[src/hw/rtl/ttag_pkg.sv]
// shared types, codes and constants of the transaction tag allocator
package ttag_pkg;

   localparam int TAG_W          = 16;
   localparam int OWNER_W        = 8;
   localparam int KIND_W         = 2;
   localparam int STATUS_W       = 3;
   localparam int LIMIT_W        = 7;
   localparam int REQ_DATA_W     = 24;
   localparam int RSP_DATA_W     = 32;
   localparam int RSP_PAD_W      = RSP_DATA_W - OWNER_W - TAG_W - STATUS_W;
   localparam int CSR_INDEX_W    = 1;
   localparam int CSR_DATA_W     = 16;

   localparam int POOL_DEPTH_DEF = 64;
   localparam int OWNER_BITS_DEF = 8;
   localparam int QUEUE_DEPTH    = 2;
   localparam int GROUP_W        = 8;
   localparam int GROUP_BIT_W    = $clog2(GROUP_W);

   localparam logic [LIMIT_W-1:0] TAG_LIMIT_RESET = 7'd64;

   // request kinds as they arrive on the bus
   localparam logic [KIND_W-1:0] KIND_ALLOC    = 2'd0;
   localparam logic [KIND_W-1:0] KIND_RELEASE  = 2'd1;
   localparam logic [KIND_W-1:0] KIND_RESPONSE = 2'd2;

   // configuration register indexes
   localparam logic [CSR_INDEX_W-1:0] CSR_TAG_BASE  = 1'd0;
   localparam logic [CSR_INDEX_W-1:0] CSR_TAG_LIMIT = 1'd1;

   typedef enum logic [1:0] {
      OP_ALLOC    = 2'd0,
      OP_RELEASE  = 2'd1,
      OP_RESPONSE = 2'd2
   } op_type;

   typedef enum logic [STATUS_W-1:0] {
      ST_OK        = 3'd0,
      ST_FULL      = 3'd1,
      ST_RANGE     = 3'd2,
      ST_NO_WAITER = 3'd3,
      ST_FREE_SLOT = 3'd4
   } status_type;

   // classified request as it sits in the queue
   typedef struct packed {
      op_type             op;
      logic [OWNER_W-1:0] owner_id;
      logic [TAG_W-1:0]   tag;
      logic [TAG_W-1:0]   offset;
      logic               below_base;
   } request_type;

endpackage

[src/hw/rtl/transaction_tag_allocator_unit.sv]
// transaction tag allocator: allocate request tags, release them, match responses
// back end: allocate runs S_IDLE, S_SCAN, S_PICK; release/response run S_IDLE, S_LOOK
//   (two-step grouped search over the free-slot vector for allocate, owner store read otherwise);
//   it finishes one request before it pops the next, and pops only once the result register is free
// reset: synchronous; all slots free, pool size and counters zero, tag_base 0, tag_limit 64
//   owner store is not cleared; there is no clearing pass
module transaction_tag_allocator_unit #(
   parameter int POOL_DEPTH = ttag_pkg::POOL_DEPTH_DEF,
   parameter int OWNER_BITS = ttag_pkg::OWNER_BITS_DEF
) (
   input  logic                                clock,
   input  logic                                reset,
   // request stream
   input  logic                                req_tvalid,
   output logic                                req_tready,
   input  logic [ttag_pkg::REQ_DATA_W-1:0]     req_tdata,   // owner_id[7:0], tag_in[23:8]
   input  logic [ttag_pkg::KIND_W-1:0]         req_tuser,   // kind[1:0]
   // result stream
   output logic                                rsp_tvalid,
   input  logic                                rsp_tready,
   output logic [ttag_pkg::RSP_DATA_W-1:0]     rsp_tdata,   // status[2:0], tag_out[18:3],
                                                            // owner_out[26:19], zero fill
   // register write port
   input  logic                                csr_we,
   input  logic [ttag_pkg::CSR_INDEX_W-1:0]    csr_index,
   input  logic [ttag_pkg::CSR_DATA_W-1:0]     csr_wdata
);

   // configuration registers; the user must write them only while the unit is idle, not enforced here
   logic [ttag_pkg::TAG_W-1:0]    tag_base_ff, tag_base_in;
   logic [ttag_pkg::LIMIT_W-1:0]  tag_limit_ff, tag_limit_in;

   // front to queue, queue to back
   logic                          q_push, q_full, q_pop, q_empty;
   ttag_pkg::request_type         q_push_data, q_head;

   always_comb begin
      tag_base_in  = tag_base_ff;
      tag_limit_in = tag_limit_ff;
      if (csr_we) begin
         case (csr_index)
            ttag_pkg::CSR_TAG_BASE:  tag_base_in  = csr_wdata;
            ttag_pkg::CSR_TAG_LIMIT: tag_limit_in = csr_wdata[ttag_pkg::LIMIT_W-1:0];
            default: ;
         endcase
      end
   end

   always_ff @(posedge clock) begin
      if (reset) begin
         tag_base_ff  <= '0;
         tag_limit_ff <= ttag_pkg::TAG_LIMIT_RESET;
      end else begin
         tag_base_ff  <= tag_base_in;
         tag_limit_ff <= tag_limit_in;
      end
   end

   // front: handshake, kind decode, offset from tag_base
   ttag_front u_front (
      .req_tvalid (req_tvalid),
      .req_tready (req_tready),
      .req_tdata  (req_tdata),
      .req_tuser  (req_tuser),
      .tag_base   (tag_base_ff),
      .q_full     (q_full),
      .q_push     (q_push),
      .q_data     (q_push_data)
   );

   // decouples request intake from the slot engine
   ttag_queue u_queue (
      .clock     (clock),
      .reset     (reset),
      .push      (q_push),
      .push_data (q_push_data),
      .full      (q_full),
      .pop       (q_pop),
      .empty     (q_empty),
      .head      (q_head)
   );

   // back: slot pool, search, owner store, result register
   ttag_back #(
      .POOL_DEPTH (POOL_DEPTH),
      .OWNER_BITS (OWNER_BITS)
   ) u_back (
      .clock      (clock),
      .reset      (reset),
      .q_empty    (q_empty),
      .q_head     (q_head),
      .q_pop      (q_pop),
      .tag_base   (tag_base_ff),
      .tag_limit  (tag_limit_ff),
      .rsp_tvalid (rsp_tvalid),
      .rsp_tready (rsp_tready),
      .rsp_tdata  (rsp_tdata)
   );

endmodule

[src/hw/rtl/ttag_front.sv]
// front end: takes requests, classifies them and computes the slot offset
module ttag_front (
   input  logic                              req_tvalid,
   output logic                              req_tready,
   input  logic [ttag_pkg::REQ_DATA_W-1:0]   req_tdata,   // owner_id, tag_in
   input  logic [ttag_pkg::KIND_W-1:0]       req_tuser,   // kind
   input  logic [ttag_pkg::TAG_W-1:0]        tag_base,
   input  logic                              q_full,
   output logic                              q_push,
   output ttag_pkg::request_type             q_data
);

   logic                         known_kind;
   logic [ttag_pkg::TAG_W-1:0]   tag;

   assign tag        = req_tdata[ttag_pkg::OWNER_W +: ttag_pkg::TAG_W];
   assign req_tready = !q_full;

   always_comb begin
      known_kind  = 1'b1;
      q_data.op   = ttag_pkg::OP_ALLOC;
      case (req_tuser)
         ttag_pkg::KIND_ALLOC:    q_data.op = ttag_pkg::OP_ALLOC;
         ttag_pkg::KIND_RELEASE:  q_data.op = ttag_pkg::OP_RELEASE;
         ttag_pkg::KIND_RESPONSE: q_data.op = ttag_pkg::OP_RESPONSE;
         default:                 known_kind = 1'b0;
      endcase
      q_data.owner_id   = req_tdata[ttag_pkg::OWNER_W-1:0];
      q_data.tag        = tag;
      q_data.offset     = tag - tag_base;
      q_data.below_base = (tag < tag_base);
   end

   // unknown kinds are taken and dropped without a result
   assign q_push = req_tvalid && !q_full && known_kind;

endmodule

[src/hw/rtl/ttag_queue.sv]
// short request queue between front and back end
module ttag_queue (
   input  logic                  clock,
   input  logic                  reset,
   input  logic                  push,
   input  ttag_pkg::request_type push_data,
   output logic                  full,
   input  logic                  pop,
   output logic                  empty,
   output ttag_pkg::request_type head
);

   localparam int PTR_W = (ttag_pkg::QUEUE_DEPTH > 1) ? $clog2(ttag_pkg::QUEUE_DEPTH) : 1;
   localparam int CNT_W = $clog2(ttag_pkg::QUEUE_DEPTH + 1);
   localparam logic [PTR_W-1:0] LAST_PTR = PTR_W'(ttag_pkg::QUEUE_DEPTH - 1);

   ttag_pkg::request_type entries_ff [ttag_pkg::QUEUE_DEPTH];
   logic [PTR_W-1:0] wr_ptr_ff, wr_ptr_in;
   logic [PTR_W-1:0] rd_ptr_ff, rd_ptr_in;
   logic [CNT_W-1:0] count_ff, count_in;
   logic             do_push, do_pop;

   assign full    = (count_ff == CNT_W'(ttag_pkg::QUEUE_DEPTH));
   assign empty   = (count_ff == '0);
   assign head    = entries_ff[rd_ptr_ff];
   assign do_push = push && !full;
   assign do_pop  = pop && !empty;

   always_comb begin
      wr_ptr_in = wr_ptr_ff;
      rd_ptr_in = rd_ptr_ff;
      count_in  = count_ff;
      if (do_push) begin
         wr_ptr_in = (wr_ptr_ff == LAST_PTR) ? '0 : wr_ptr_ff + 1'b1;
      end
      if (do_pop) begin
         rd_ptr_in = (rd_ptr_ff == LAST_PTR) ? '0 : rd_ptr_ff + 1'b1;
      end
      if (do_push && !do_pop) begin
         count_in = count_ff + 1'b1;
      end else if (do_pop && !do_push) begin
         count_in = count_ff - 1'b1;
      end
   end

   always_ff @(posedge clock) begin
      if (reset) begin
         wr_ptr_ff <= '0;
         rd_ptr_ff <= '0;
         count_ff  <= '0;
      end else begin
         wr_ptr_ff <= wr_ptr_in;
         rd_ptr_ff <= rd_ptr_in;
         count_ff  <= count_in;
      end
   end

   always_ff @(posedge clock) begin
      if (do_push) begin
         entries_ff[wr_ptr_ff] <= push_data;
      end
   end

endmodule

[src/hw/rtl/ttag_back.sv]
// back end: slot pool state, free slot search, owner store and result register
module ttag_back #(
   parameter int POOL_DEPTH = ttag_pkg::POOL_DEPTH_DEF,
   parameter int OWNER_BITS = ttag_pkg::OWNER_BITS_DEF
) (
   input  logic                              clock,
   input  logic                              reset,
   input  logic                              q_empty,
   input  ttag_pkg::request_type             q_head,
   output logic                              q_pop,
   input  logic [ttag_pkg::TAG_W-1:0]        tag_base,
   input  logic [ttag_pkg::LIMIT_W-1:0]      tag_limit,
   output logic                              rsp_tvalid,
   input  logic                              rsp_tready,
   output logic [ttag_pkg::RSP_DATA_W-1:0]   rsp_tdata
);

   localparam int IDX_W     = (POOL_DEPTH > 1) ? $clog2(POOL_DEPTH) : 1;
   localparam int SIZE_W    = $clog2(POOL_DEPTH + 1);
   localparam int NGRP      = (POOL_DEPTH + ttag_pkg::GROUP_W - 1) / ttag_pkg::GROUP_W;
   localparam int VEC_W     = NGRP * ttag_pkg::GROUP_W;
   localparam int GRP_IDX_W = (NGRP > 1) ? $clog2(NGRP) : 1;
   localparam int PICK_W    = GRP_IDX_W + ttag_pkg::GROUP_BIT_W;

   typedef enum logic [3:0] {
      S_IDLE = 4'b0001,
      S_SCAN = 4'b0010,
      S_PICK = 4'b0100,
      S_LOOK = 4'b1000
   } state_type;

   state_type                     state_ff, state_in;
   logic [POOL_DEPTH-1:0]         busy_v_ff, busy_v_in;
   logic [POOL_DEPTH-1:0]         ans_v_ff, ans_v_in;
   logic [SIZE_W-1:0]             busy_cnt_ff, busy_cnt_in;
   logic [SIZE_W-1:0]             active_ff, active_in;
   logic [IDX_W-1:0]              hint_ff, hint_in;

   ttag_pkg::op_type              op_ff, op_in;
   logic [OWNER_BITS-1:0]         owner_ff, owner_in;
   logic [ttag_pkg::TAG_W-1:0]    req_tag_ff, req_tag_in;
   logic [IDX_W-1:0]              idx_ff, idx_in;
   logic                          range_ok_ff, range_ok_in;
   logic                          can_alloc_ff, can_alloc_in;
   logic [NGRP-1:0]               grp_hi_ff, grp_hi_in;
   logic [NGRP-1:0]               grp_all_ff, grp_all_in;
   logic [VEC_W-1:0]              hi_vec_ff, hi_vec_in;
   logic [VEC_W-1:0]              all_vec_ff, all_vec_in;

   logic                          rsp_valid_ff, rsp_valid_in;
   ttag_pkg::status_type          rsp_status_ff, rsp_status_in;
   logic [ttag_pkg::TAG_W-1:0]    rsp_tag_ff, rsp_tag_in;
   logic [ttag_pkg::OWNER_W-1:0]  rsp_owner_ff, rsp_owner_in;

   logic [OWNER_BITS-1:0]         owner_mem [POOL_DEPTH];
   logic [OWNER_BITS-1:0]         owner_rd_ff;
   logic [IDX_W-1:0]              rd_addr;
   logic                          mem_we;

   logic [SIZE_W-1:0]             cap_sz;
   logic [SIZE_W:0]               grown_w;
   logic [IDX_W-1:0]              start_idx;
   logic                          slot_busy, slot_ans;

   logic [GRP_IDX_W-1:0]          hi_grp, all_grp, sel_grp;
   logic                          any_hi;
   logic [ttag_pkg::GROUP_W-1:0]  grp_bits;
   logic [ttag_pkg::GROUP_BIT_W-1:0] sel_bit;
   logic [PICK_W-1:0]             pick_wide;
   logic [IDX_W-1:0]              pick_idx;
   logic                          found;

   // growth ceiling: tag_limit, never above the pool depth
   always_comb begin
      if (int'(tag_limit) < POOL_DEPTH) begin
         cap_sz = SIZE_W'(tag_limit);
      end else begin
         cap_sz = SIZE_W'(POOL_DEPTH);
      end
      grown_w = (active_ff == '0) ? (SIZE_W + 1)'(1) : {active_ff, 1'b0};
      if (grown_w > {1'b0, cap_sz}) begin
         grown_w = {1'b0, cap_sz};
      end
   end

   assign start_idx = (SIZE_W'(hint_ff) < active_ff) ? hint_ff : '0;

   // lowest group with a free slot at or above the hint (else lowest with any free slot), then lowest slot in it
   always_comb begin
      hi_grp  = '0;
      all_grp = '0;
      for (int g = NGRP - 1; g >= 0; g--) begin
         if (grp_hi_ff[g]) begin
            hi_grp = GRP_IDX_W'(g);
         end
         if (grp_all_ff[g]) begin
            all_grp = GRP_IDX_W'(g);
         end
      end
      any_hi  = |grp_hi_ff;
      sel_grp = any_hi ? hi_grp : all_grp;
      grp_bits = any_hi ? hi_vec_ff[hi_grp * ttag_pkg::GROUP_W +: ttag_pkg::GROUP_W]
                        : all_vec_ff[all_grp * ttag_pkg::GROUP_W +: ttag_pkg::GROUP_W];
      sel_bit = '0;
      for (int b = ttag_pkg::GROUP_W - 1; b >= 0; b--) begin
         if (grp_bits[b]) begin
            sel_bit = ttag_pkg::GROUP_BIT_W'(b);
         end
      end
      pick_wide = {sel_grp, sel_bit};
      pick_idx  = pick_wide[IDX_W-1:0];
      found     = can_alloc_ff && (|grp_all_ff);
   end

   // slot state seen by a release or response; only meaningful in range
   assign slot_busy = range_ok_ff && busy_v_ff[idx_ff];
   assign slot_ans  = range_ok_ff && ans_v_ff[idx_ff];
   assign rd_addr   = q_head.offset[IDX_W-1:0];

   always_comb begin
      state_in      = state_ff;
      busy_v_in     = busy_v_ff;
      ans_v_in      = ans_v_ff;
      busy_cnt_in   = busy_cnt_ff;
      active_in     = active_ff;
      hint_in       = hint_ff;
      op_in         = op_ff;
      owner_in      = owner_ff;
      req_tag_in    = req_tag_ff;
      idx_in        = idx_ff;
      range_ok_in   = range_ok_ff;
      can_alloc_in  = can_alloc_ff;
      grp_hi_in     = grp_hi_ff;
      grp_all_in    = grp_all_ff;
      hi_vec_in     = hi_vec_ff;
      all_vec_in    = all_vec_ff;
      rsp_valid_in  = rsp_valid_ff && !rsp_tready;
      rsp_status_in = rsp_status_ff;
      rsp_tag_in    = rsp_tag_ff;
      rsp_owner_in  = rsp_owner_ff;
      q_pop         = 1'b0;
      mem_we        = 1'b0;

      case (state_ff)
         S_IDLE: begin
            // start only when the result register will be free
            if (!q_empty && (!rsp_valid_ff || rsp_tready)) begin
               q_pop       = 1'b1;
               op_in       = q_head.op;
               owner_in    = OWNER_BITS'(q_head.owner_id);
               req_tag_in  = q_head.tag;
               idx_in      = rd_addr;
               range_ok_in = !q_head.below_base &&
                             (q_head.offset < ttag_pkg::TAG_W'(active_ff));
               if (q_head.op == ttag_pkg::OP_ALLOC) begin
                  // every active slot busy and pool below its ceiling: grow and point the hint at the first new slot
                  if ((busy_cnt_ff >= active_ff) && (active_ff < cap_sz)) begin
                     hint_in   = active_ff[IDX_W-1:0];
                     active_in = grown_w[SIZE_W-1:0];
                  end
                  state_in = S_SCAN;
               end else begin
                  state_in = S_LOOK;
               end
            end
         end

         S_SCAN: begin
            for (int i = 0; i < VEC_W; i++) begin
               all_vec_in[i] = 1'b0;
               hi_vec_in[i]  = 1'b0;
               if (i < POOL_DEPTH) begin
                  all_vec_in[i] = (SIZE_W'(i) < active_ff) && !busy_v_ff[i];
                  hi_vec_in[i]  = all_vec_in[i] && (IDX_W'(i) >= start_idx);
               end
            end
            for (int g = 0; g < NGRP; g++) begin
               grp_hi_in[g]  = |hi_vec_in[g * ttag_pkg::GROUP_W +: ttag_pkg::GROUP_W];
               grp_all_in[g] = |all_vec_in[g * ttag_pkg::GROUP_W +: ttag_pkg::GROUP_W];
            end
            can_alloc_in = (busy_cnt_ff < active_ff);
            state_in     = S_PICK;
         end

         S_PICK: begin
            rsp_valid_in = 1'b1;
            if (found) begin
               busy_v_in[pick_idx] = 1'b1;
               ans_v_in[pick_idx]  = 1'b0;
               busy_cnt_in         = busy_cnt_ff + 1'b1;
               mem_we              = 1'b1;
               rsp_status_in       = ttag_pkg::ST_OK;
               rsp_tag_in          = tag_base + ttag_pkg::TAG_W'(pick_idx);
               rsp_owner_in        = ttag_pkg::OWNER_W'(owner_ff);
            end else begin
               rsp_status_in = ttag_pkg::ST_FULL;
               rsp_tag_in    = '0;
               rsp_owner_in  = '0;
            end
            state_in = S_IDLE;
         end

         S_LOOK: begin
            rsp_valid_in  = 1'b1;
            rsp_tag_in    = req_tag_ff;
            rsp_owner_in  = '0;
            rsp_status_in = ttag_pkg::ST_OK;
            if (!range_ok_ff) begin
               rsp_status_in = ttag_pkg::ST_RANGE;
            end else if (op_ff == ttag_pkg::OP_RELEASE) begin
               if (!slot_busy) begin
                  rsp_status_in = ttag_pkg::ST_FREE_SLOT;
               end else begin
                  // waiting or answered, freed either way
                  rsp_owner_in      = ttag_pkg::OWNER_W'(owner_rd_ff);
                  busy_v_in[idx_ff] = 1'b0;
                  ans_v_in[idx_ff]  = 1'b0;
                  if (busy_cnt_ff != '0) begin
                     busy_cnt_in = busy_cnt_ff - 1'b1;
                  end
                  hint_in = idx_ff;
               end
            end else begin
               if (!slot_busy || slot_ans) begin
                  rsp_status_in = ttag_pkg::ST_NO_WAITER;
               end else begin
                  rsp_owner_in     = ttag_pkg::OWNER_W'(owner_rd_ff);
                  ans_v_in[idx_ff] = 1'b1;
               end
            end
            state_in = S_IDLE;
         end

         default: begin
            state_in = S_IDLE;
         end
      endcase
   end

   always_ff @(posedge clock) begin
      if (reset) begin
         state_ff     <= S_IDLE;
         busy_v_ff    <= '0;
         ans_v_ff     <= '0;
         busy_cnt_ff  <= '0;
         active_ff    <= '0;
         hint_ff      <= '0;
         rsp_valid_ff <= 1'b0;
      end else begin
         state_ff     <= state_in;
         busy_v_ff    <= busy_v_in;
         ans_v_ff     <= ans_v_in;
         busy_cnt_ff  <= busy_cnt_in;
         active_ff    <= active_in;
         hint_ff      <= hint_in;
         rsp_valid_ff <= rsp_valid_in;
      end
   end

   always_ff @(posedge clock) begin
      op_ff         <= op_in;
      owner_ff      <= owner_in;
      req_tag_ff    <= req_tag_in;
      idx_ff        <= idx_in;
      range_ok_ff   <= range_ok_in;
      can_alloc_ff  <= can_alloc_in;
      grp_hi_ff     <= grp_hi_in;
      grp_all_ff    <= grp_all_in;
      hi_vec_ff     <= hi_vec_in;
      all_vec_ff    <= all_vec_in;
      rsp_status_ff <= rsp_status_in;
      rsp_tag_ff    <= rsp_tag_in;
      rsp_owner_ff  <= rsp_owner_in;
   end

   // owner store: one write port, one registered read port
   always_ff @(posedge clock) begin
      if (mem_we) begin
         owner_mem[pick_idx] <= owner_ff;
      end
      owner_rd_ff <= owner_mem[rd_addr];
   end

   assign rsp_tvalid = rsp_valid_ff;
   assign rsp_tdata  = {{ttag_pkg::RSP_PAD_W{1'b0}}, rsp_owner_ff, rsp_tag_ff, rsp_status_ff};

endmodule
[config.mk]
export PLATFORM = sky130hd
export DESIGN_NAME = transaction_tag_allocator_unit
export DESIGN_NICKNAME = d
export VERILOG_FILES = /design/src/hw/rtl/ttag_pkg.sv /design/src/hw/rtl/transaction_tag_allocator_unit.sv /design/src/hw/rtl/ttag_front.sv /design/src/hw/rtl/ttag_queue.sv /design/src/hw/rtl/ttag_back.sv
export SDC_FILE = /design/constraint.sdc
export NUM_CORES = 2
export LEC_CHECK = 0
export ABC_AREA = 1
export BUFFER_PORTS_ARGS = -buffer_cell sky130_fd_sc_hd__buf_2
export CORE_MARGIN = 8
export CORE_UTILIZATION = 60
export CTS_CLUSTER_SIZE = 12
export DETAILED_ROUTE_END_ITERATION = 16
export PLACE_DENSITY = 0.77
export REMOVE_ABC_BUFFERS = 1
export SLEW_MARGIN = 20
export SYNTH_ARGS = -nofsm -noshare
export SYNTH_HDL_FRONTEND = slang
export SYNTH_HIERARCHICAL = 1
export SYNTH_SLANG_ARGS = --single-unit
export TNS_END_PERCENT = 30
[constraint.sdc]
create_clock -name clock -period 19.75 [get_ports clock]
set_clock_uncertainty 0.2 [all_clocks]
set_input_delay 5.925 -clock clock [delete_from_list [all_inputs] [get_ports clock]]
set_output_delay 5.925 -clock clock [all_outputs]
set_load 0.03 [all_outputs]
Word level (Yosys, flattened, before mapping)
Memory sizes are Yosys's and may differ from the RTL's. A register that Yosys moved wholly into a read port is not among the register bits.
Cells that the tools add are included.
{ "classes": {"addsub": 8, "n_mul": 0, "n_div": 0, "order_cmp": 140, "n_eq_ne": 18, "n_shift": 2, "n_mux": 224, "n_bitwise": 8, "n_reduce_logical": 253} }
{ "op_table": {"columns": ["op", "n"], "rows": [
  ["$mux 64", 9],
  ["$pmux 64 s2", 2],
  ["$lt 6x7->1 const A", 32],
  ["$and 64x64->64", 3],
  ["$ge 6x6->1 const A", 32],
  ["$mux 1", 147],
  ["$reduce_or 8->1", 18],
  ["$logic_and 1x1->1", 143],
  ["$not 64->64", 2],
  ["$or 64x64->64", 2],
  ["$shiftx 64x7->8", 2],
  ["$lt 5x7->1 const A", 16],
  ["$ge 5x6->1 const A", 16],
  ["$mux 3", 28],
  ["$logic_not 1->1", 72],
  ["$lt 4x7->1 const A", 8],
  ["$mux 8", 7],
  ["$mux 7", 7],
  ["$ge 4x6->1 const A", 8],
  ["$mux 6", 7],
  ["$pmux 16 s2", 1],
  ["$lt 3x7->1 const A", 4],
  ["$ge 3x6->1 const A", 4],
  ["$add 16x6->16", 1],
  ["51 further kinds", 82]
]} }
{ "totals": {"reg_bits": 385, "latchBits": 0, "ram_bits": 598, "rom_bits": 0, "out_inout_bits": 34, "memories": 2} }
{ "mem_list": {"columns": ["memory", "words", "word_bits", "rd", "rd_clocked_by_memory_dff", "write_ports", "line", "text"], "rows": [
  ["u_back.owner_mem", 64, 8, 1, 1, 1, "ttag_back.sv:55", "logic [OWNER_BITS-1:0] owner_mem [POOL_DEPTH];"],
  ["u_queue.entries_ff", 2, 43, 1, 1, 1, "ttag_queue.sv:17", "ttag_pkg::request_type entries_ff [ttag_pkg::QUEUE_DEPTH];"]
]} }

Depth between registers and ports, before layout
{ "depth": {"ltp_word": 26, "ltp_mapped": 34} }

Cells and area by module
The synthesis kept the hierarchy.
{ "modules_own_cells": {"columns": ["mod", "instances", "cells_each", "area_per_inst_um2"], "rows": [
  ["ttag_back", 1, 4462, 42059.1],
  ["ttag_queue", 1, 171, 3558.4],
  ["ttag_front", 1, 240, 1248.7],
  ["transaction_tag_allocator_unit", 1, 136, 952.2]
]} }

Worst setup path after synthesis
OpenSTA, ideal clock, no wires.
{ "synth_timing": {"path_type": "reg-to-reg", "start": "reg u_back.state_ff[3]", "end": "reg u_back.all_vec_ff[0], enable pin", "setup_time_ns": 0.826, "t_arrival_ns": 10.225, "required_time_ns": 18.724, "setup_slack_ns": 8.499, "stages_incl_launch_ff": 4, "path_cell_list": "dfxtp_1 nor2_1 inv_1 nor3_1"} }
{ "synth_between": {"elab_chain_cells": 1} }
{ "synth_rtl": {"columns": ["item", "line", "text"], "rows": [
  ["start, declared", "ttag_back.sv:32", "state_type state_ff, state_in;"],
  ["start signal, assigned", "ttag_back.sv:250", "state_ff <= state_in;"],
  ["$eq 4x2->1", "ttag_back.sv:144", "case (state_ff)"],
  ["end signal, assigned", "ttag_back.sv:270", "all_vec_ff <= all_vec_in;"],
  ["end, declared", "ttag_back.sv:48", "logic [VEC_W-1:0] all_vec_ff, all_vec_in;"]
]} }
No other way between the ends.
A chain may end at the register's enable or synchronous reset.

Worst setup path in the final report
{ "layout_timing": {"start": "reg u_queue.count_ff[1]", "end": "out req_tready"} }
{ "layout_between": {"elab_chain_cells": 2} }
{ "layout_rtl": {"columns": ["item", "line", "text"], "rows": [
  ["start, declared", "ttag_queue.sv:20", "logic [CNT_W-1:0] count_ff, count_in;"],
  ["start signal, assigned", "ttag_queue.sv:54", "count_ff <= count_in;"],
  ["$eq 2x2->1", "ttag_queue.sv:23", "assign full = (count_ff == CNT_W'(ttag_pkg::QUEUE_DEPTH));"],
  ["net q_full", "transaction_tag_allocator_unit.sv:34", "logic q_push, q_full, q_pop, q_empty;"],
  ["$logic_not 1->1", "ttag_front.sv:17", "assign req_tready = !q_full;"],
  ["end, declared", "transaction_tag_allocator_unit.sv:15", "output logic req_tready,"]
]} }
The timed path passes the listed nets, and every way through them passes these cells.

==> metrics.txt <==
status complete, no violations; Post-Route WL 138000 um; share of cells above drive strength 1 0.0868; crit share post-route 0.387; Place WS 11.65 ns; nets 5044; cell mode on critical path inv_1; hold path depth 2; reg2reg setup slack 12.90 ns; largest net degree at the start of global routing 187; Mean Syn Cell Area 9.55 um2; highest cell delay on the worst timing path 0.41 ns; Ant. Diodes 0; Min Clock Period, post-route 7.65 ns; critical path arrival 1.52 ns; Max Used Layer met4; Post-Syn Area 0.0478 mm2; DR DRC count 0; DR WL met3 15300 um; Slew Viols, Final 0; commonest non-fill, non-tap cells in the layout 802 x edfxtp_1, 775 x nor2_1, 659 x nand2_1; Worst-path clk slew 0.06 ns; clock share of power 0.282; Async SR Flop Fraction 0; critical path type flop to output port; post-synthesis sequential area ratio 0.583; Die W 298 um; startpoint types flop; FMAX 131 MHz; antenna-violating nets left 0; port buffer count 76; Clock Latency Late Sink 0.70 ns; final setup vio count 0; cell-internal power 4220 uW; TritonCTS clock tree built; max_slew headroom 0.256; M1 WL 53600 um; logic gate share of total power 0.314; reg2reg path depth 21; Post-CTS Hold Buffers 0; WHS 0.277 ns; Yosys reg bits 991; most common cell after layout, fill and taps aside edfxtp_1; Ys Warns 6; met2 WL post-DR 62500 um; Via density 6.25; Crit. End Element output port; # Post-CTS Setup Buffers 0; area post-placement 0.0484 mm2; Crit Path Max Fanout 4; gp weighted congestion 1.01; TritonCTS Sinks 991; Switching Share 0.368; Data required, critical path 13.62 ns; DRT Pass-1 Iters 8; Static Leak 0.0193 uW; post_cts resized 0; Die Y 298 um; Most used DFF post-synth edfxtp_1; # rows 103; CTS buffer count 103; Area Overhead vs Synth 8.03%; final worst slack 12.10 ns; GRT Resource Usage Total 0.296; r2r endpoint u_back/rsp_tag_ff[4]; DRC marker count from the first detailed-route iteration 5382; Post-DP HPWL 88400 um; Cell Chain, Critical Path inv_1 -> nor2_1 -> inv_1 -> buf_2; hold crit path type flop to flop; Crit-path slowest cell dfxtp_1; setup TNS 0 ns; Root Driver clkbuf_16; RSZ-0062 raised after global routing false; starting density of the core 0.605; CTS max path bufs 3; routed via count 38000; Synth cell types 75; Reg power frac 0.404; Power Density 129 mW/mm2; reg-to-reg critical path startpoint u_back/grp_hi_ff[0]; measured slew at the worst slew-check pin 1.11 ns; initial antenna violation count 0; GR Overflow Total 0; Switch Pwr 2450 uW; Post-Synthesis Cells 5009; Core Region 0.0790 mm2; I/O pins 82; count of final hold-check violations 0; first-pass GRT wire length 208000 um; CTS H-tree lvls 3; vias in the first global route 35300; DR WL/cell 22.7 um; maximum VDD drop 0.0955 mV; Final Instance Area 0.0517 mm2; die area 0.0890 mm2; Max Cap Violations 0; Post-synth EDFFs 802
## cells in the mapped netlist (8+ instances only)
cell type	number	area [um2]
edfxtp_1	802	24100
nor2_1	779	2920
nand2_1	661	2480
o21ai_0	519	2600
inv_1	435	1630
nand3_1	345	1730
a21oi_1	228	1140
clkbuf_1	196	736
dfxtp_1	189	3780
o22ai_1	175	1090
nand4_1	72	450
ha_1	58	726
nor3_1	57	285
buf_4	50	375
mux2_4	40	601
nor4_1	30	188
a211oi_1	29	218
inv_2	29	109
nand3b_1	29	218
buf_6	27	304
buf_2	24	120
o221ai_1	17	149
buf_1	16	60.1
o211ai_1	15	113
o21ai_1	15	75.1
o41ai_1	13	114
nand2_2	12	75.1
a21boi_0	10	75.1
nand3_2	10	100
nor2_4	9	101
nand2_4	8	90.1
nor2_2	8	50.1
xor2_1	8	70.1
## logic make-up after synthesis
logic type / count (synthesis) / share of synthesized area
buffers and inverters: 786 / 0.0719
other: 1 / 0.0000784
adders and majority gates: 61 / 0.0164
and+or+nand+nor: 2050 / 0.188
muxes: 43 / 0.0133
AOI/OAI and AO/OA: 1066 / 0.125
DFF: 991 / 0.583
xor gates and xnor gates: 11 / 0.00201
## worst max-delay path by stage
stage                     cells after the start                     to                start  slack, ns
after detailed placement                      5    u_back/busy_v_ff[4]                reset      11.65
final                                         4             req_tready  u_queue/count_ff[1]      12.10
after CTS                                     4             req_tready  u_queue/count_ff[1]      12.07
after floorplan                              10  u_back/busy_cnt_ff[6]   u_back/state_ff[0]       1.08
after global placement                        5    u_back/busy_v_ff[3]                reset      11.74
after global routing                          4             req_tready  u_queue/count_ff[1]      11.98
## stage by stage
step	utilization	std cells	power (uW)
floorplan	-	4696	3980
global placement	0.612	5880	4720
detailed placement	0.612	5880	4760
CTS	0.654	6073	6630
global route	0.654	6073	6920
finish	0.654	6073	6670
## area by class of cell
class                      instances  area, um2
clock buffer                     157       2880
clock inverter                    36        402
fill                            6157      27300
inverter                         469       1770
multi-input combinational       3236      16600
sequential                       991      27900
tap                             1050       1310
timing repair buffer             134        828
## routing by layer
layer  up-vias  track usage
met1     17900        0.405
met2      2367        0.460
met4         0        0.132
met3       443       0.0561
li1      17300            -
met5         -            0
## registers in the layout, summed over array words and instances (netlist names), 7 cells and up, named ones only
signal,flops
u_back/all_vec_ff,63
tag_base_ff,16
u_back/req_tag_ff,16
u_back/grp_all_ff,8
u_back/active_ff,7
u_back/owner_mem,512
u_back/hi_vec_ff,64
u_back/rsp_tag_ff,16
u_queue/entries_ff,86
u_back/busy_v_ff,64
u_back/grp_hi_ff,8
u_back/busy_cnt_ff,7
u_back/rsp_owner_ff,8
tag_limit_ff,7
u_back/owner_ff,8
u_back/owner_rd_ff,8
## power by group through the flow
stage          clock network (uW)  registers, uW  logic, uW
6_report                     1880           2690       2100
5_1_grt                      1980           2700       2240
4_1_cts                      1900           2690       2040
3_5_place_dp                    0           2730       2030
3_3_place_gp                    0           2730       1990
2_1_floorplan                   0           2810       1180
## worst max-delay path, delay by kind of cell, from the launching register on
kind | cells | cell delay, ns
AND/OR/NAND/NOR | 1 | 0.10
flip-flops | 1 | 0.41
buffers and inverters | 3 | 0.33
Power figures use the tool's default switching activity.
